<file path="src/rtl/pfta_pkg.sv">
// Shared types, constants and helpers for the PID filter table with aging.
// Used by pfta_cell and pid_filter_table_aging_replace. No dependencies.
package pfta_pkg;

   localparam int TABLE_SLOTS = 39;
   localparam int AGE_BITS    = 16;
   localparam int PID_W       = 13;
   localparam int ACTION_W    = 3;
   localparam int SLOT_W      = 6;
   localparam int IDX_W       = (TABLE_SLOTS > 1) ? $clog2(TABLE_SLOTS) : 1;
   localparam int FILL_W      = $clog2(TABLE_SLOTS + 1);

   localparam logic [ACTION_W-1:0] ACT_NONE      = 3'd0;
   localparam logic [ACTION_W-1:0] ACT_REFRESHED = 3'd1;
   localparam logic [ACTION_W-1:0] ACT_APPENDED  = 3'd2;
   localparam logic [ACTION_W-1:0] ACT_REPLACED  = 3'd3;
   localparam logic [ACTION_W-1:0] ACT_FULL_FAIL = 3'd4;
   localparam logic [ACTION_W-1:0] ACT_RELEASED  = 3'd5;

   localparam logic OP_ADD     = 1'b0;
   localparam logic OP_RELEASE = 1'b1;

   typedef struct packed {
      logic [PID_W-1:0]    pid;
      logic                temp;
      logic [AGE_BITS-1:0] age;
   } entry_type;

   // slot number on the result port, low bits only
   function automatic logic [SLOT_W-1:0] slot_field(input logic [FILL_W-1:0] v);
      logic [FILL_W+SLOT_W-1:0] w;
      w = (FILL_W + SLOT_W)'(v);
      return w[SLOT_W-1:0];
   endfunction

   function automatic logic [AGE_BITS-1:0] age_inc(input logic [AGE_BITS-1:0] a);
      return (a == {AGE_BITS{1'b1}}) ? a : a + AGE_BITS'(1);
   endfunction

endpackage

</file>
<file path="src/rtl/pfta_cell.sv">
// One slot of the rotating filter table: holds a PID, its temporary flag and age.
// Loads its neighbor's entry whenever the ring shifts. Uses pfta_pkg.
module pfta_cell (
   input  logic                 clock,
   input  logic                 shift,
   input  pfta_pkg::entry_type  entry_d,
   output pfta_pkg::entry_type  entry_q
);

   pfta_pkg::entry_type entry_ff;
   pfta_pkg::entry_type entry_in;

   always_comb begin
      entry_in = shift ? entry_d : entry_ff;
   end

   always_ff @(posedge clock) begin
      entry_ff <= entry_in;
   end

   assign entry_q = entry_ff;

endmodule

</file>
<file path="src/rtl/pid_filter_table_aging_replace.sv">
// PID filter table with aging and replacement of temporary entries.
// Top level: ring of pfta_cell slots plus the head sequencer. Uses pfta_pkg.
//
// The table is a ring of TABLE_SLOTS cells that rotates one slot per cycle
// while scanning or evicting, past a single head unit; a request takes one
// full rotation, then a decision state and a response state. An add that
// misses on a full table needs a second rotation to overwrite a temporary
// victim. With demux_free set a request is answered in the cycle after
// acceptance without touching the table. One request is in flight at a
// time; req_stall is high from acceptance until the response item has been
// taken.
module pid_filter_table_aging_replace (
   input  logic                            clock,
   input  logic                            reset,
   input  logic                            csr_we,
   input  logic                            csr_wdata,
   input  logic                            req_valid,
   output logic                            req_stall,
   input  logic                            req_op,
   input  logic [pfta_pkg::PID_W-1:0]      req_pid,
   input  logic                            req_temporary,
   output logic                            rsp_valid,
   input  logic                            rsp_stall,
   output logic                            rsp_ok,
   output logic                            rsp_was_present,
   output logic [pfta_pkg::ACTION_W-1:0]   rsp_action,
   output logic [pfta_pkg::SLOT_W-1:0]     rsp_slot,
   output logic [pfta_pkg::PID_W-1:0]      rsp_evicted_pid
);

   typedef enum logic [2:0] {IDLE, SCAN, DECIDE, EVICT, RESP} state_type;

   state_type                         state_ff, state_in;
   logic                              demux_free_ff, demux_free_in;
   logic                              failed_ff, failed_in;
   logic [pfta_pkg::FILL_W-1:0]       filled_ff, filled_in;
   logic [pfta_pkg::IDX_W-1:0]        idx_ff, idx_in;
   logic                              op_ff, op_in;
   logic [pfta_pkg::PID_W-1:0]        pid_ff, pid_in;
   logic                              tmp_ff, tmp_in;
   logic                              age_on_ff, age_on_in;
   logic                              hit_ff, hit_in;
   logic [pfta_pkg::IDX_W-1:0]        hit_idx_ff, hit_idx_in;
   logic                              appended_ff, appended_in;
   logic                              best_found_ff, best_found_in;
   logic [pfta_pkg::IDX_W-1:0]        best_idx_ff, best_idx_in;
   logic [pfta_pkg::AGE_BITS-1:0]     best_age_ff, best_age_in;
   logic [pfta_pkg::PID_W-1:0]        best_pid_ff, best_pid_in;
   logic                              rsp_valid_ff, rsp_valid_in;
   logic                              rsp_ok_ff, rsp_ok_in;
   logic                              rsp_present_ff, rsp_present_in;
   logic [pfta_pkg::ACTION_W-1:0]     rsp_action_ff, rsp_action_in;
   logic [pfta_pkg::SLOT_W-1:0]       rsp_slot_ff, rsp_slot_in;
   logic [pfta_pkg::PID_W-1:0]        rsp_evicted_ff, rsp_evicted_in;

   pfta_pkg::entry_type               cell_q [pfta_pkg::TABLE_SLOTS];
   pfta_pkg::entry_type               head, head_new;
   logic                              shift;
   logic [pfta_pkg::FILL_W-1:0]       idx_ext;
   logic                              last, live, match;
   logic [pfta_pkg::AGE_BITS-1:0]     aged;

   // ring: cell 0 is the head, the head unit's output re-enters at the tail
   for (genvar k = 0; k < pfta_pkg::TABLE_SLOTS; k++) begin : g_ring
      pfta_pkg::entry_type cell_d;
      if (k == pfta_pkg::TABLE_SLOTS - 1) begin : g_tail
         assign cell_d = head_new;
      end else begin : g_body
         assign cell_d = cell_q[k+1];
      end
      pfta_cell u_cell (
         .clock   (clock),
         .shift   (shift),
         .entry_d (cell_d),
         .entry_q (cell_q[k])
      );
   end

   assign head    = cell_q[0];
   assign shift   = (state_ff == SCAN) || (state_ff == EVICT);
   assign idx_ext = pfta_pkg::FILL_W'(idx_ff);
   assign last    = (idx_ff == pfta_pkg::IDX_W'(pfta_pkg::TABLE_SLOTS - 1));
   assign live    = (idx_ext < filled_ff);
   assign match   = live && (head.pid == pid_ff);
   assign aged    = age_on_ff ? pfta_pkg::age_inc(head.age) : head.age;

   always_comb begin
      state_in       = state_ff;
      demux_free_in  = csr_we ? csr_wdata : demux_free_ff;
      failed_in      = failed_ff;
      filled_in      = filled_ff;
      idx_in         = idx_ff;
      op_in          = op_ff;
      pid_in         = pid_ff;
      tmp_in         = tmp_ff;
      age_on_in      = age_on_ff;
      hit_in         = hit_ff;
      hit_idx_in     = hit_idx_ff;
      appended_in    = appended_ff;
      best_found_in  = best_found_ff;
      best_idx_in    = best_idx_ff;
      best_age_in    = best_age_ff;
      best_pid_in    = best_pid_ff;
      rsp_valid_in   = rsp_valid_ff;
      rsp_ok_in      = rsp_ok_ff;
      rsp_present_in = rsp_present_ff;
      rsp_action_in  = rsp_action_ff;
      rsp_slot_in    = rsp_slot_ff;
      rsp_evicted_in = rsp_evicted_ff;
      head_new       = head;

      unique case (state_ff)
         IDLE: begin
            if (req_valid) begin
               op_in         = req_op;
               pid_in        = req_pid;
               tmp_in        = req_temporary;
               idx_in        = '0;
               hit_in        = 1'b0;
               hit_idx_in    = '0;
               appended_in   = 1'b0;
               best_found_in = 1'b0;
               best_idx_in   = '0;
               best_age_in   = '0;
               best_pid_in   = '0;
               age_on_in     = !failed_ff;
               if (demux_free_ff) begin
                  rsp_valid_in   = 1'b1;
                  rsp_ok_in      = 1'b1;
                  rsp_present_in = 1'b1;
                  rsp_action_in  = pfta_pkg::ACT_NONE;
                  rsp_slot_in    = '0;
                  rsp_evicted_in = '0;
                  state_in       = RESP;
               end else begin
                  state_in = SCAN;
               end
            end
         end
         SCAN: begin
            if (live) begin
               head_new.age = aged;
               if (head.temp && (!best_found_ff || aged > best_age_ff)) begin
                  best_found_in = 1'b1;
                  best_idx_in   = idx_ff;
                  best_age_in   = aged;
                  best_pid_in   = head.pid;
               end
            end
            if (match && !hit_ff) begin
               hit_in     = 1'b1;
               hit_idx_in = idx_ff;
               if (age_on_ff) begin
                  if (op_ff == pfta_pkg::OP_RELEASE) begin
                     head_new.temp = 1'b1;
                  end else begin
                     head_new.temp = tmp_ff;
                     head_new.age  = '0;
                  end
               end
            end
            // first free slot comes after every filled one, so hit_ff already covers the whole table
            if (age_on_ff && !hit_ff && (op_ff == pfta_pkg::OP_ADD) &&
                (idx_ext == filled_ff)) begin
               head_new.pid  = pid_ff;
               head_new.temp = tmp_ff;
               head_new.age  = '0;
               appended_in   = 1'b1;
            end
            idx_in = last ? '0 : idx_ff + pfta_pkg::IDX_W'(1);
            if (last) begin
               state_in = DECIDE;
            end
         end
         DECIDE: begin
            rsp_valid_in   = 1'b1;
            rsp_ok_in      = 1'b1;
            rsp_present_in = hit_ff;
            rsp_action_in  = pfta_pkg::ACT_NONE;
            rsp_slot_in    = '0;
            rsp_evicted_in = '0;
            state_in       = RESP;
            priority if (!age_on_ff) begin
               rsp_ok_in = 1'b0;
            end else if (op_ff == pfta_pkg::OP_RELEASE) begin
               if (hit_ff) begin
                  rsp_action_in = pfta_pkg::ACT_RELEASED;
                  rsp_slot_in   = pfta_pkg::slot_field(pfta_pkg::FILL_W'(hit_idx_ff));
               end
            end else if (hit_ff) begin
               rsp_action_in = pfta_pkg::ACT_REFRESHED;
               rsp_slot_in   = pfta_pkg::slot_field(pfta_pkg::FILL_W'(hit_idx_ff));
            end else if (appended_ff) begin
               rsp_action_in = pfta_pkg::ACT_APPENDED;
               rsp_slot_in   = pfta_pkg::slot_field(filled_ff);
               filled_in     = filled_ff + pfta_pkg::FILL_W'(1);
            end else if (best_found_ff) begin
               rsp_valid_in   = 1'b0;
               rsp_action_in  = pfta_pkg::ACT_REPLACED;
               rsp_slot_in    = pfta_pkg::slot_field(pfta_pkg::FILL_W'(best_idx_ff));
               rsp_evicted_in = best_pid_ff;
               state_in       = EVICT;
            end else begin
               rsp_ok_in     = 1'b0;
               rsp_action_in = pfta_pkg::ACT_FULL_FAIL;
               failed_in     = 1'b1;
            end
         end
         EVICT: begin
            if (idx_ff == best_idx_ff) begin
               head_new.pid  = pid_ff;
               head_new.temp = tmp_ff;
               head_new.age  = '0;
            end
            idx_in = last ? '0 : idx_ff + pfta_pkg::IDX_W'(1);
            if (last) begin
               rsp_valid_in = 1'b1;
               state_in     = RESP;
            end
         end
         RESP: begin
            if (!rsp_stall) begin
               rsp_valid_in = 1'b0;
               state_in     = IDLE;
            end
         end
         default: begin
            state_in = IDLE;
         end
      endcase
   end

   always_ff @(posedge clock) begin
      op_ff          <= op_in;
      pid_ff         <= pid_in;
      tmp_ff         <= tmp_in;
      age_on_ff      <= age_on_in;
      hit_ff         <= hit_in;
      hit_idx_ff     <= hit_idx_in;
      appended_ff    <= appended_in;
      best_found_ff  <= best_found_in;
      best_idx_ff    <= best_idx_in;
      best_age_ff    <= best_age_in;
      best_pid_ff    <= best_pid_in;
      rsp_ok_ff      <= rsp_ok_in;
      rsp_present_ff <= rsp_present_in;
      rsp_action_ff  <= rsp_action_in;
      rsp_slot_ff    <= rsp_slot_in;
      rsp_evicted_ff <= rsp_evicted_in;
      if (reset) begin
         state_ff      <= IDLE;
         demux_free_ff <= 1'b0;
         failed_ff     <= 1'b0;
         filled_ff     <= '0;
         idx_ff        <= '0;
         rsp_valid_ff  <= 1'b0;
      end else begin
         state_ff      <= state_in;
         demux_free_ff <= demux_free_in;
         failed_ff     <= failed_in;
         filled_ff     <= filled_in;
         idx_ff        <= idx_in;
         rsp_valid_ff  <= rsp_valid_in;
      end
   end

   assign req_stall       = (state_ff != IDLE);
   assign rsp_valid       = rsp_valid_ff;
   assign rsp_ok          = rsp_ok_ff;
   assign rsp_was_present = rsp_present_ff;
   assign rsp_action      = rsp_action_ff;
   assign rsp_slot        = rsp_slot_ff;
   assign rsp_evicted_pid = rsp_evicted_ff;

endmodule
</file>
<file path="config.mk">
export PLATFORM = sky130hd
export DESIGN_NAME = pid_filter_table_aging_replace
export DESIGN_NICKNAME = d
export VERILOG_FILES = /design/src/rtl/pfta_pkg.sv /design/src/rtl/pfta_cell.sv /design/src/rtl/pid_filter_table_aging_replace.sv
export SDC_FILE = /design/constraint.sdc
export NUM_CORES = 1
export LEC_CHECK = 0
export BUFFER_PORTS_ARGS = -buffer_cell sky130_fd_sc_hd__buf_2
export CAP_MARGIN = 25
export CORE_ASPECT_RATIO = 0.9
export CORE_MARGIN = 2
export CORE_UTILIZATION = 55
export CTS_BUF_LIST = sky130_fd_sc_hd__clkbuf_2 sky130_fd_sc_hd__clkbuf_4 sky130_fd_sc_hd__clkbuf_8
export DETAILED_ROUTE_END_ITERATION = 6
export GPL_ROUTABILITY_DRIVEN = 0
export GPL_TIMING_DRIVEN = 0
export PLACE_DENSITY_LB_ADDON = 0.25
export SYNTH_ARGS = -nofsm -noshare
export SYNTH_HDL_FRONTEND = slang
export SYNTH_SLANG_ARGS = --single-unit
</file>
<file path="constraint.sdc">
create_clock -name clock -period 40.4 [get_ports clock]
set_input_delay 2.02 -clock clock [delete_from_list [all_inputs] [get_ports clock]]
set_output_delay 2.02 -clock clock [all_outputs]
set_load 0.1 [all_outputs]
</file>
== Word level (Yosys, flattened, before mapping) ==
Cells that the tools add are included.

* Reductions and logical operators: 28
* Eq/ne operators: 18
* Multiply operators: 0
* Magnitude comparators: 2
* Bitwise logic cells: 4
* $add $sub $neg: 3
* Div/mod/pow operators: 0
* Shift-type cells: 0
* Mux-type cells: 87

{| class="wikitable"
|+ Operator list
! kind !! count
|-
| 13-bit two-way mux || 10
|-
| 16-bit two-way mux || 7
|-
| 6-bit two-way mux || 13
|-
| 30-bit two-way mux || 2
|-
| 30-bit one-hot mux with 2 select lines || 1
|-
| 13-bit one-hot mux with 2 select lines || 2
|-
| 3-bit two-way mux || 17
|-
| 6-bit one-hot mux with 2 select lines || 4
|-
| 17-bit two-way mux || 2
|-
| 16-bit one-hot mux with 2 select lines || 1
|-
| 1-bit two-way mux || 20
|-
| 16-bit by 1-bit adder with 16-bit output, second input constant || 1
|-
| 16-bit == test, second input constant || 1
|-
| 16-bit greater-than comparator || 1
|-
| 3-bit one-hot mux with 5 select lines || 1
|-
| 13-bit == test || 1
|-
| 6-bit by 1-bit adder with 6-bit output, second input constant || 2
|-
| 6-bit == test || 2
|-
| 2-bit != test, second input constant || 6
|-
| 1-bit one-hot mux with 2 select lines || 5
|-
| 5-bit AND reduction || 2
|-
| 3-bit AND reduction || 3
|-
| 4-bit AND reduction || 2
|-
| 3-bit by 2-bit == test with 1-bit output, second input constant || 2
|-
| other kinds (18) || 34
|}

* Memories: 0
* Bits in latches: 0
* Bits in writable memories: 0
* ROM bits: 0
* Bits in registers: 1272
* Word-level logic and storage cells: 281
* Input bits: 21
* Output and inout port bits: 26

== Logic depth before layout (Yosys ltp) ==
Gate-level depths: netlist (run 1).

* Depth in word-level cells: 9
* Gate-level depth with buffers: 15
* Gate-level depth less buffers: 14

== Modules after synthesis ==
A second synthesis (run 1) with hierarchy kept.

* Cells, all modules: 1741
* Area total of the unflattened synthesis: 40810.4 um^2

{| class="wikitable"
|+ By module, submodules not included
! module !! seq. area each (um^2) !! instances !! cells an instance !! area each (um^2)
|-
| pfta_cell || 900.9 || 39 || 30 || 900.9
|-
| pid_filter_table_aging_replace || 2882.8 || 1 || 571 || 5676.7
|}

== Least setup slack after synthesis (run 1) ==
Ideal clock, no wire load.

* Path type: flip-flop to flip-flop
* Start point: register state_ff[0]
* End point: register g_ring[0].u_cell.entry_ff, in the netlist g_ring[0].u_cell.entry_q[0], enable pin
* Buffers on the path: 3
* Arrival: 32.526 ns
* Required time: 38.415 ns
* Stages on the path, launching flop included: 6
* Setup slack: 5.889 ns
* Cell sequence: dfxtp_1 nand2b_1 buf_2 inv_1 clkbuf_1 buf_1

* Word-level cells in the longest chain between the ends: 2
* Elaborated cells between the ends (all ways): 3

{| class="wikitable"
|+ Ends and longest elaborated chain
! element !! RTL line !! RTL
|-
| from (decl) || pid_filter_table_aging_replace.sv:33 || <nowiki>state_type state_ff, state_in;</nowiki>
|-
| from (signal assigned) || pid_filter_table_aging_replace.sv:258 || <nowiki>state_ff <= state_in;</nowiki>
|-
| 3-bit by 1-bit == test with 1-bit output / 3-bit by 2-bit == test with 1-bit output (equally long branches) || pid_filter_table_aging_replace.sv:80 || <nowiki>assign shift = (state_ff == SCAN) || (state_ff == EVICT);</nowiki>
|-
| 1-bit logical OR * || pid_filter_table_aging_replace.sv:80 ||
|-
| named net g_ring[0].u_cell.shift || pfta_cell.sv:5 || <nowiki>input logic shift,</nowiki>
|-
| to (signal assigned) || pfta_cell.sv:18 || <nowiki>entry_ff <= entry_in;</nowiki>
|-
| to (decl) || pfta_cell.sv:10 || <nowiki>pfta_pkg::entry_type entry_ff;</nowiki>
|}

The timed path passes the listed nets; every way through them passes the cells marked *.
A chain may end at the register's enable or synchronous reset.

== Worst setup path after layout (run 1) ==
* Start point: register g_ring[0].u_cell.entry_ff, in the netlist g_ring[0].u_cell.entry_q[0]
* End point: register best_pid_ff[5] (netlist bit), enable pin

* Word-level cells in the longest chain between the ends: 8
* Elaborated cells between the ends (all ways): 9

{| class="wikitable"
|+ Ends and longest elaborated chain
! element !! RTL line !! RTL
|-
| 16-bit by 1-bit adder with 16-bit output / 16-bit == test (equally long branches) || pfta_pkg.sv:37 || <nowiki>return (a == {AGE_BITS{1'b1}}) ? a : a + AGE_BITS'(1);</nowiki>
|-
| 16-bit two-way mux * || pfta_pkg.sv:37 ||
|-
| 16-bit two-way mux * || pid_filter_table_aging_replace.sv:85 || <nowiki>assign aged = age_on_ff ? pfta_pkg::age_inc(head.age) : head.age;</nowiki>
|-
| named net aged, one bit || pid_filter_table_aging_replace.sv:61 || <nowiki>logic [pfta_pkg::AGE_BITS-1:0] aged;</nowiki>
|-
| 16-bit greater-than comparator * || pid_filter_table_aging_replace.sv:143 || <nowiki>if (head.temp && (!best_found_ff || aged > best_age_ff)) begin</nowiki>
|-
| 1-bit logical OR * || pid_filter_table_aging_replace.sv:143 ||
|-
| 1-bit logical AND * || pid_filter_table_aging_replace.sv:143 ||
|-
| 2-bit by 1-bit != test with 1-bit output (no line) * || -- ||
|-
| 4-bit AND reduction (no line) * || -- ||
|-
| to (signal assigned) || pid_filter_table_aging_replace.sv:244 || <nowiki>best_pid_ff <= best_pid_in;</nowiki>
|-
| to (decl) || pid_filter_table_aging_replace.sv:48 || <nowiki>logic [pfta_pkg::PID_W-1:0] best_pid_ff, best_pid_in;</nowiki>
|}

Marked as above.

==> out/summary.txt, run 1 <==
# nets final: 2,044
CP Cell Sequence: ha_1 -> nand4_1 -> or4_4 -> nor2b_4 -> and4_1 -> xnor2_1 -> inv_1 -> ha_1 -> nand2_1 -> o21ai_0 -> o21bai_1 -> a211o_1 -> o211ai_1 -> buf_4 -> buf_4
Slew @ Worst Pin: 0.822 ns
Final period util: 0.112
Clock Skews: 0.0278 ns
Bufs on Longest Clock Path: 3
Achievable Freq: 0.222 GHz
Worst setup margin: 35.89 ns
Hold Crit Class: reg2reg
Final ANT Viol Nets: 0
Worst path bufs/invs: 3
Layout fillers: 4,793
Die Ht: 263 um
Hpwl dp: 29.7 mm
Pre-CTS WS: 35.96 ns
Mapped Cells: 1,736
Core region area: 0.0733 mm^2
Syn Nets: 1,783
Clock H-tree levels: 4
Vias in the first global route: 15,800
Pin count of the biggest net entering global routing: 49
Initial antenna violation count: 4
Post-Syn Area per Cell: 23.5 um^2
DRC violations left: 0
Max-slew violations: 0
Drt first pass iters: 5
Crit path required time: 40.90 ns
Die Footprint: 0.0765 mm^2
Rel. slew slack: 0.450
Worst skew pair latency: 0.80 ns
WS Path Type: reg2reg
Routed len/inst: 17.9 um
Cts repair resizes: 0
Footprint of the multi-input gates: 0.00252 mm^2
Via-per-instance ratio: 5.18
Initial drt markers: 1,363
Fraction of layout cells with a size suffix above 1: 0.185
RSZ-0062 raised after global routing: no
Boundary Pins: 47
Final hold violation count: 0
Number of buffers created by CTS: 178
First-pass GRT wire length: 87.0 mm
PortBufs: 45
Crit path largest cell delay: 0.55 ns
#FFs+latches synth: 1,272
Setup Fix Bufs, Post-CTS: 0
Wire length after detailed routing: 55.6 mm
Top_reg_cell synth: edfxtp_1
Max-cap violations: 0
Clk root buf: clkbuf_8
WP data arrival: 5.01 ns
Cell variety after synth: 61
CTS tree: yes
Crit-path max FO: 8
Fin crit period: 4.51 ns
Total global routing overflow: 0
Status: complete, no violations
Area grow syn2layout: 13.7%
Hold-fix buffers at CTS: 0
Via count: 16,100
CTS clock-pin slew for the worst setup and hold paths: 0.06 ns
Initial Util: 0.558
Total track usage: 0.148
Die X: 291 um
Worst setup EP type: flip-flop
Pleak: 15.5 nW
VDD IR-drop max: 0.0385 mV
Crit path launch type: flip-flop
YS warnings: 0
Ys async rst share: 0
Final core occ: 0.634
Cell family with most CP delay: simple AND/OR/NAND/NOR gates
Placement Rows: 94
Slowest CP cell: or4_4
Number of synthesized flops with an enable pin: 1,254
Final setup fails: 0
Mapped cell area: 0.0409 mm^2
Register area share after synthesis: 0.930
CTS Sinks: 1,272
FF+latch area: 0.0380 mm^2
Power per Cell Area: 67.7 mW/mm^2
-- worst register-to-register path, stage by stage, from the launching register on --
cell and delay (ns):
edfxtp_1 0.54, ha_1 0.28, nand4_1 0.16, or4_4 0.55
nor2b_4 0.16, and4_1 0.22, xnor2_1 0.26, inv_1 0.08
ha_1 0.29, nand2_1 0.05, o21ai_0 0.26, o21bai_1 0.12
a211o_1 0.33, o211ai_1 0.39, buf_4 0.31, buf_4 0.21
-- path summary, 6_finish.rpt --
kind	startpoint	endpoint	slack, ns	cells past startpoint
hold / removal	g_ring[31].u_cell.entry_q[8]	g_ring[30].u_cell.entry_q[8]	0.40	0
hold reg to reg	g_ring[31].u_cell.entry_q[8]	g_ring[30].u_cell.entry_q[8]	0.40	0
setup reg to reg	g_ring[0].u_cell.entry_q[0]	best_pid_ff[5]	35.89	15
setup / recovery	g_ring[0].u_cell.entry_q[0]	best_pid_ff[5]	35.89	15
-- flip-flops by register name, summed over array words and instances (netlist names), 6 cells and up --
signal,cells
best_age_ff,16
g_ring.u_cell.entry_q,1170
pid_ff,13
rsp_slot,6
rsp_evicted_pid,13
idx_ext,6
filled_ff,6
hit_idx_ff,6
best_idx_ff,6
best_pid_ff,13
-- per-layer routing --
metal,vias to the layer above,routed length [um],track usage
met2,503,22600,0.183
met1,8133,28000,0.244
met4,2,990,0.0563
met5,-,13,0
li1,7350,-,-
met3,99,4060,0.0447
-- power breakdown --
part           switching [mW]  leakage [nW]  internal (mW)
registers              0.0813          11.8           1.83
logic                   0.210          1.78         0.0677
clock network           0.446          1.85          0.511
-- through the flow --
| step | setup TNS, ns | hold slack, ns | instance area (um^2) | power, mW | std cells |
|---|---|---|---|---|---|
| after floorplan | 0 | 0.400 | 40900 | 2.53 | 1736 |
| after global placement | -3653.30 | 0.401 | 42300 | 2.75 | 2741 |
| after detailed placement | 0 | 0.405 | 42900 | 2.21 | 2777 |
| after CTS | 0 | 0.389 | 46400 | 3.19 | 3100 |
| after global routing | 0 | 0.396 | 46400 | 3.30 | 3102 |
| final | 0 | 0.396 | 46400 | 3.15 | 3104 |
-- cell families (layout without fill, tap and decap cells) --
logic type	count (synthesis)	in the layout	share of synthesized area
XOR/XNOR	35	35	0.00769
buffers and inverters	82	486	0.00814
flip-flops	1272	1272	0.930
AO/OA/AOI/OAI	78	78	0.0128
adder cells (fa/ha/maj)	26	26	0.00796
other	0	4	0
multiplexers	21	21	0.00521
AND/OR/NAND/NOR	222	222	0.0279
-- area by class of cell --
class | instances | area share
sequential | 1272 | 0.819
clock buffer | 253 | 0.0664
multi-input combinational | 382 | 0.0542
tap | 960 | 0.0259
timing repair buffer | 81 | 0.0188
clock inverter | 70 | 0.00878
inverter | 57 | 0.00461
buffer | 25 | 0.00259
antenna | 4 | 0.000216
-- layout by cell type (no fill, tap or decap), types with 5 or more instances in the layout --
| cell type | netlist | final |
|---|---|---|
| edfxtp_1 | 1254 | 1254 |
| clkbuf_8 | 0 | 189 |
| nor2_1 | 65 | 65 |
| clkbuf_4 | 0 | 64 |
| nand2_1 | 60 | 60 |
| inv_1 | 57 | 57 |
| buf_2 | 8 | 55 |
| clkinv_1 | 0 | 41 |
| buf_12 | 0 | 29 |
| ha_1 | 26 | 26 |
| a21oi_1 | 24 | 24 |
| and2_1 | 20 | 20 |
| xor2_1 | 19 | 19 |
| mux2i_1 | 19 | 19 |
| dfxtp_1 | 18 | 18 |
| clkinv_2 | 0 | 16 |
| xnor2_1 | 15 | 15 |
| clkbuf_1 | 13 | 13 |
| nand4_1 | 12 | 12 |
| nor3_1 | 13 | 12 |
| nand3_1 | 10 | 10 |
| o21ai_1 | 9 | 9 |
| o21ai_0 | 8 | 8 |
| and3_1 | 7 | 7 |
| a22oi_1 | 6 | 6 |
| buf_4 | 2 | 5 |
| nor4_1 | 5 | 5 |
| clkinvlp_4 | 0 | 5 |
-- synthesized netlist by cell type, types with 3 or more instances --
library cell | count | area share
a21o_1 | 3 | 0.00055
a21oi_1 | 24 | 0.0029
a22oi_1 | 6 | 0.0011
a31oi_1 | 3 | 0.00046
and2_1 | 20 | 0.0031
and3_1 | 7 | 0.0011
and4_1 | 4 | 0.00086
buf_2 | 8 | 0.00098
clkbuf_1 | 13 | 0.0012
dfxtp_1 | 18 | 0.0088
edfxtp_1 | 1254 | 0.92
ha_1 | 26 | 0.0080
inv_1 | 57 | 0.0052
mux2i_1 | 19 | 0.0047
nand2_1 | 60 | 0.0055
nand2b_1 | 4 | 0.00061
nand3_1 | 10 | 0.0012
nand4_1 | 12 | 0.0018
nor2_1 | 65 | 0.0060
nor2b_1 | 3 | 0.00046
nor3_1 | 13 | 0.0016
nor3b_1 | 3 | 0.00055
nor4_1 | 5 | 0.00077
o21ai_0 | 8 | 0.00098
o21ai_1 | 9 | 0.0011
o21bai_1 | 4 | 0.00073
or4_4 | 3 | 0.00083
xnor2_1 | 15 | 0.0032
xor2_1 | 19 | 0.0041
Power figures use the tool's default switching activity.
==> run 2: changes to the inputs <==
clock period = 3.7 ns   (was 40.4 ns; I/O delays follow)
==> out/summary.txt, run 2 (synthesized netlist as in run 1, its figures left out) <==
Status: finished, violations left
Failing checks: setup timing
Placement Rows: 94 (unchanged)
Worst setup EP type: flip-flop
Die X: 291 um (unchanged)
Max-slew violations: 0 (unchanged)
Via-per-instance ratio: 5.16 (-0.34%)
Commonest non-fill, non-tap cell in the layout: edfxtp_1
Fraction of layout cells with a size suffix above 1: 0.193 (+0.00801)
RSZ-0062 raised after global routing: yes
Wire length after detailed routing: 55.6 mm (about the same)
Layer with the highest usage: met1
Clock Skews: 0.0183 ns (-0.00952 ns)
Final hold violation count: 0 (unchanged)
Global routing met3 resource utilization: 0.0397 (-0.00499)
Crit path largest cell delay: 0.56 ns (about the same)
Hpwl dp: 27.8 mm (-6.3%)
Max reg flops: 1,170 (unchanged)
Initial antenna violation count: 3 (-1)
Setup TNS: -1.76 ns (-1.76 ns)
Finished Cell Area: 0.0466 mm^2 (+0.43%)
Power per Cell Area: 734 mW/mm^2 (+980%)
Rel. slew slack: 0.255 (-0.195)
WS Path Type: reg2reg
Achievable Freq: 0.264 GHz (+19%)
R2R Path End: best_pid_ff[12]
CTS tree: yes
Worst setup margin: -0.0945 ns (-35.99 ns)
Final ANT Viol Nets: 0 (unchanged)
Slew @ Worst Pin: 1.12 ns (+0.296 ns)
Fin crit period: 3.79 ns (-0.712 ns)
Crit-path max FO: 6 (-2)
Routed len/inst: 17.8 um (-0.56%)
Pleak: 15.5 nW (+0.49%)
Placed Area: 0.0426 mm^2 (-0.76%)
Die Ht: 263 um (unchanged)
Hold Path Origin: req_pid[2]
R2R Setup Slk: -0.09 ns (-35.99 ns)
VDD IR-drop max: 0.721 mV (+1800%)
Crit path capture: best_pid_ff[12]
R2R Path Start: g_ring[0].u_cell.entry_q[5]
Total global routing overflow: 0 (unchanged)
Final setup fails: 31 (+31)
Hold Crit Class: in2reg
Met2 usage: 0.190 (+0.00684)
Pin count of the biggest net entering global routing: 211 (+330%)
Bufs on Longest Clock Path: 3 (unchanged)
PortBufs: 45 (unchanged)
Placed Instances: 2,754 (-0.83%)
# nets final: 2,069 (+1.2%)
Drt first pass iters: 5 (unchanged)
Via count: 16,100 (+0.24%)
Clk root buf: clkbuf_8
Boundary Pins: 47 (unchanged)
Worst Reg2Reg Path Length in Cells: 14 (-1)
CTS clock-pin slew for the worst setup and hold paths: 0.06 ns (about the same)
GRT met1 Usage: 0.231 (-0.0122)
Crit path launch type: flip-flop
Core region area: 0.0733 mm^2 (unchanged)
Area grow syn2layout: 14.1%
Post-route insts no fill: 3,122 (+0.58%)
Pre-CTS WS: -0.440 ns (-36.40 ns)
Final period util: 1.03 (+0.914)
Crit path required time: 4.21 ns (-36.69 ns)
Die Footprint: 0.0765 mm^2 (unchanged)
CP Cell Sequence: and4_4 -> nand3_2 -> buf_4 -> or4_4 -> nor3_2 -> a21oi_1 -> ha_1 -> and4_1 -> nand2_1 -> o21bai_1 -> a211o_1 -> o211ai_1 -> buf_6 -> clkbuf_16
CTS Sinks: 1,272 (unchanged)
Vias in the first global route: 16,000 (+1.1%)
Worst skew pair latency: 0.79 ns (about the same)
DRC violations left: 0 (unchanged)
Initial drt markers: 1,521 (+12%)
Clock H-tree levels: 4 (unchanged)
Slowest CP cell: edfxtp_1
WP data arrival: 4.31 ns (-0.70 ns)
First-pass GRT wire length: 87.1 mm (+0.13%)
Number of buffers created by CTS: 178 (unchanged)
Initial Util: 0.558 (unchanged)
Worst Setup SP: g_ring[0].u_cell.entry_q[5]
Max-cap violations: 0 (unchanged)
Commonest non-fill, non-tap cells in the layout: 1,254 x edfxtp_1, 180 x clkbuf_8, 63 x nor2_1
Total track usage: 0.147 (-0.000737)
-- run 2: worst max-delay path: cells and delay by family (launching register included) --
family                     cells  cell delay [ns]
and+or+nand+nor                6             1.40
adders and majority gates      1             0.31
buffers and inverters          3             0.56
AOI/OAI and AO/OA              4             0.68
DFF                            1             0.56
-- run 2: per-stage QoR --
step / power [mW] / utilization / hold WS, ns
after floorplan: 23.1 / - / 0.284
after global placement: 24.2 / 0.578 / 0.364
after detailed placement: 24.0 / 0.582 / 0.363
after CTS: 34.5 / 0.633 / 0.0110
after global routing: 35.8 / 0.637 / 0.0533
final: 34.2 / 0.637 / 0.0977
-- run 2: area by class of cell --
type	count	area (um^2)
tap	960	1200
clock buffer	241	2930
multi-input combinational	382	2700
clock inverter	77	465
timing repair buffer	106	940
fill	4742	26600
sequential	1272	38000
antenna	2	5.00
buffer	25	169
inverter	57	216
-- run 2: how the worst min path moves through the flow --
stage               depth (start not counted)         end
global route                                2  pid_ff[11]
floorplan                                   0       op_ff
finish                                      2   pid_ff[2]
CTS                                         2   pid_ff[0]
global placement                            1   pid_ff[7]
detailed placement                          1   pid_ff[0]
-- run 2: power breakdown --
part	internal, mW	switching [mW]
Clock	5.37	4.90
Sequential	20.1	0.880
Combinational	0.671	2.33
Total	26.1	8.11
-- run 2: routing by layer --
layer | part of all wire | vias to the layer above
met5 | 0.00013 | -
met4 | 0.026 | 2
met3 | 0.063 | 114
met2 | 0.42 | 456
met1 | 0.49 | 8162
li1 | - | 7391
-- run 2: timing repair --
| item | CTS | global route |
|---|---|---|
| resized for setup | 6 | 28 |
| pin swaps | 5 | 13 |
| endpoints found under the setup margin | 36 | 36 |
| cloned | 0 | 2 |
| setup buffers | 13 | 10 |
| hold buffers | 23 | 0 |
| endpoints found under the hold margin | 31 | 0 |
==> run 3: changes to the inputs <==
BUFFER_PORTS_ARGS = -buffer_cell sky130_fd_sc_hd__buf_4   (was -buffer_cell sky130_fd_sc_hd__buf_2)
PLACE_DENSITY = 0.85   (was default)
PLACE_DENSITY_LB_ADDON = default   (was 0.25)
==> out/summary.txt, run 3 (synthesized netlist as in run 1, its figures left out) <==
WS Path Type: reg2reg
Placement Rows: 94 (unchanged)
WP data arrival: 4.66 ns (+0.35 ns)
Fin crit period: 4.19 ns (+0.392 ns)
Pleak: 15.6 nW (+0.16%)
Setup TNS: -16.29 ns (-14.53 ns)
Via count: 17,100 (+5.8%)
Rel. slew slack: 0.289 (+0.0339)
Crit path launch type: flip-flop
Initial antenna violation count: 3 (unchanged)
Total track usage: 0.173 (+0.0261)
Fraction of layout cells with a size suffix above 1: 0.193 (-0.000391)
Commonest non-fill, non-tap cells in the layout: 1,254 x edfxtp_1, 178 x clkbuf_8, 74 x buf_4
Total global routing overflow: 0 (unchanged)
Vias in the first global route: 17,200 (+8.0%)
Bufs on Longest Clock Path: 3 (unchanged)
# nets final: 2,066 (-0.14%)
Pin count of the biggest net entering global routing: 227 (+7.6%)
Clock power frac: 0.297 (-0.003)
CTS clock-pin slew for the worst setup and hold paths: 0.08 ns (+0.02 ns)
Clk root buf: clkbuf_8
PortBufs: 45 (unchanged)
DRC violations left: 0 (unchanged)
Final core occ: 0.638 (+0.00125)
Clock Skews: 0.0357 ns (+0.0174 ns)
Core region area: 0.0733 mm^2 (unchanged)
Via-per-instance ratio: 5.47 (+6.0%)
VDD IR-drop max: 0.500 mV (-31%)
Worst setup EP type: flip-flop
Max-slew violations: 0 (unchanged)
Clock H-tree levels: 4 (unchanged)
CTS Sinks: 1,272 (unchanged)
Initial Util: 0.558 (unchanged)
Final setup fails: 36 (+16%)
CTS tree: yes
First-pass GRT wire length: 99.3 mm (+14%)
Boundary Pins: 47 (unchanged)
RSZ-0062 raised after global routing: yes
Area grow syn2layout: 14.4%
Power per Cell Area: 740 mW/mm^2 (+0.90%)
Routed len/inst: 21.5 um (+21%)
Slew @ Worst Pin: 1.07 ns (-0.0509 ns)
Achievable Freq: 0.239 GHz (-9.4%)
Sequential Power Share: 0.610 (-0.002)
Hold Crit Class: in2reg
Max reg flops: 1,170 (unchanged)
Max-cap violations: 0 (unchanged)
Die X: 291 um (unchanged)
Post-route insts no fill: 3,117 (-0.16%)
Final hold violation count: 0 (unchanged)
Failing checks: setup timing
Fin Hold WS: 0.130 ns (+0.0324 ns)
Initial drt markers: 2,146 (+41%)
Crit-path max FO: 4 (-2)
Layout fillers: 4,218 (-11%)
Sw frac: 0.244 (+0.00647)
Commonest non-fill, non-tap cell in the layout: edfxtp_1
Worst skew pair latency: 0.77 ns (-0.02 ns)
Die Ht: 263 um (unchanged)
Final period util: 1.13 (+0.106)
Hpwl dp: 32.7 mm (+17%)
Worst setup margin: -0.487 ns (-0.392 ns)
Die Footprint: 0.0765 mm^2 (unchanged)
Drt first pass iters: 6 (+1)
Wire length after detailed routing: 67.1 mm (+21%)
Placed Instances: 2,754 (unchanged)
Number of buffers created by CTS: 169 (-5.1%)
P_sw: 8.42 mW (+3.9%)
Crit path required time: 4.18 ns (-0.03 ns)
Status: finished, violations left
Combinational share of power: 0.093 (+0.005)
Cell Int Power: 26.2 mW (+0.24%)
Final ANT Viol Nets: 0 (unchanged)
[run 3: worst paths after layout]
kind	start	end	slack, ns	depth (start not counted)
min	req_pid[3]	pid_ff[3]	0.13	2
max reg2reg	g_ring[0].u_cell.entry_q[0]	best_pid_ff[6]	-0.49	15
min reg2reg	g_ring[31].u_cell.entry_q[5]	g_ring[30].u_cell.entry_q[5]	0.40	0
max	g_ring[0].u_cell.entry_q[0]	best_pid_ff[6]	-0.49	15
[run 3: repair_timing]
action | CTS | global route
setup buffers | 25 | 5
gates cloned | 0 | 2
endpoints found under the setup margin | 36 | 239
pin swaps | 16 | 10
gates resized for setup | 23 | 6
endpoints found under the hold margin | 24 | 0
hold buffers | 22 | 0
[run 3: per-layer routing]
metal  track usage  share of wire  vias to the layer above
met5             0              0                        -
li1              -              -                     7384
met2         0.261           0.46                      995
met4        0.0753          0.036                        0
met3        0.0504          0.092                      230
met1         0.238           0.41                     8456
[run 3: final cells by class]
class	count	area, um^2	area share
inverters	57	216	0.00463
repair buffers	112	1090	0.0234
plain buffers	25	169	0.00361
flip-flops and latches	1272	38000	0.814
clock inverters	70	443	0.00948
well taps	960	1200	0.0257
clock buffers	236	2880	0.0616
diodes	3	7.51	0.000161
multi-input cells	382	2700	0.0578
[run 3: worst max-delay path: stages, from the launching register on]
cell       delay, ns
edfxtp_1        0.49
ha_4            0.19
nand4_1         0.14
or4_4           0.64
nor2b_4         0.18
nand2_1         0.16
xor2_2          0.26
inv_1           0.10
ha_1            0.29
nand4_1         0.25
a21oi_1         0.25
o21bai_1        0.09
a211o_1         0.28
o211ai_1        0.19
buf_6           0.22
clkbuf_16       0.16
[run 3: through the flow]
stage | power [mW] | worst slack [ns] | area, um^2
global placement | 24.1 | -1.38 | 42500
detailed placement | 24.1 | -0.529 | 42700
CTS | 34.6 | -0.0285 | 46600
global route | 35.9 | -0.557 | 46700
finish | 34.6 | -0.487 | 46700
floorplan | 23.1 | -0.344 | 41000
[run 3: power groups by stage]
| stage | clock network (mW) | logic (mW) | registers, mW |
|---|---|---|---|
| after detailed placement | 0 | 2.85 | 21.3 |
| after global placement | 0 | 2.50 | 21.6 |
| final | 10.3 | 3.22 | 21.1 |
| after CTS | 10.4 | 3.02 | 21.1 |
| after global routing | 11.1 | 3.46 | 21.3 |
| after floorplan | 0 | 1.81 | 21.3 |
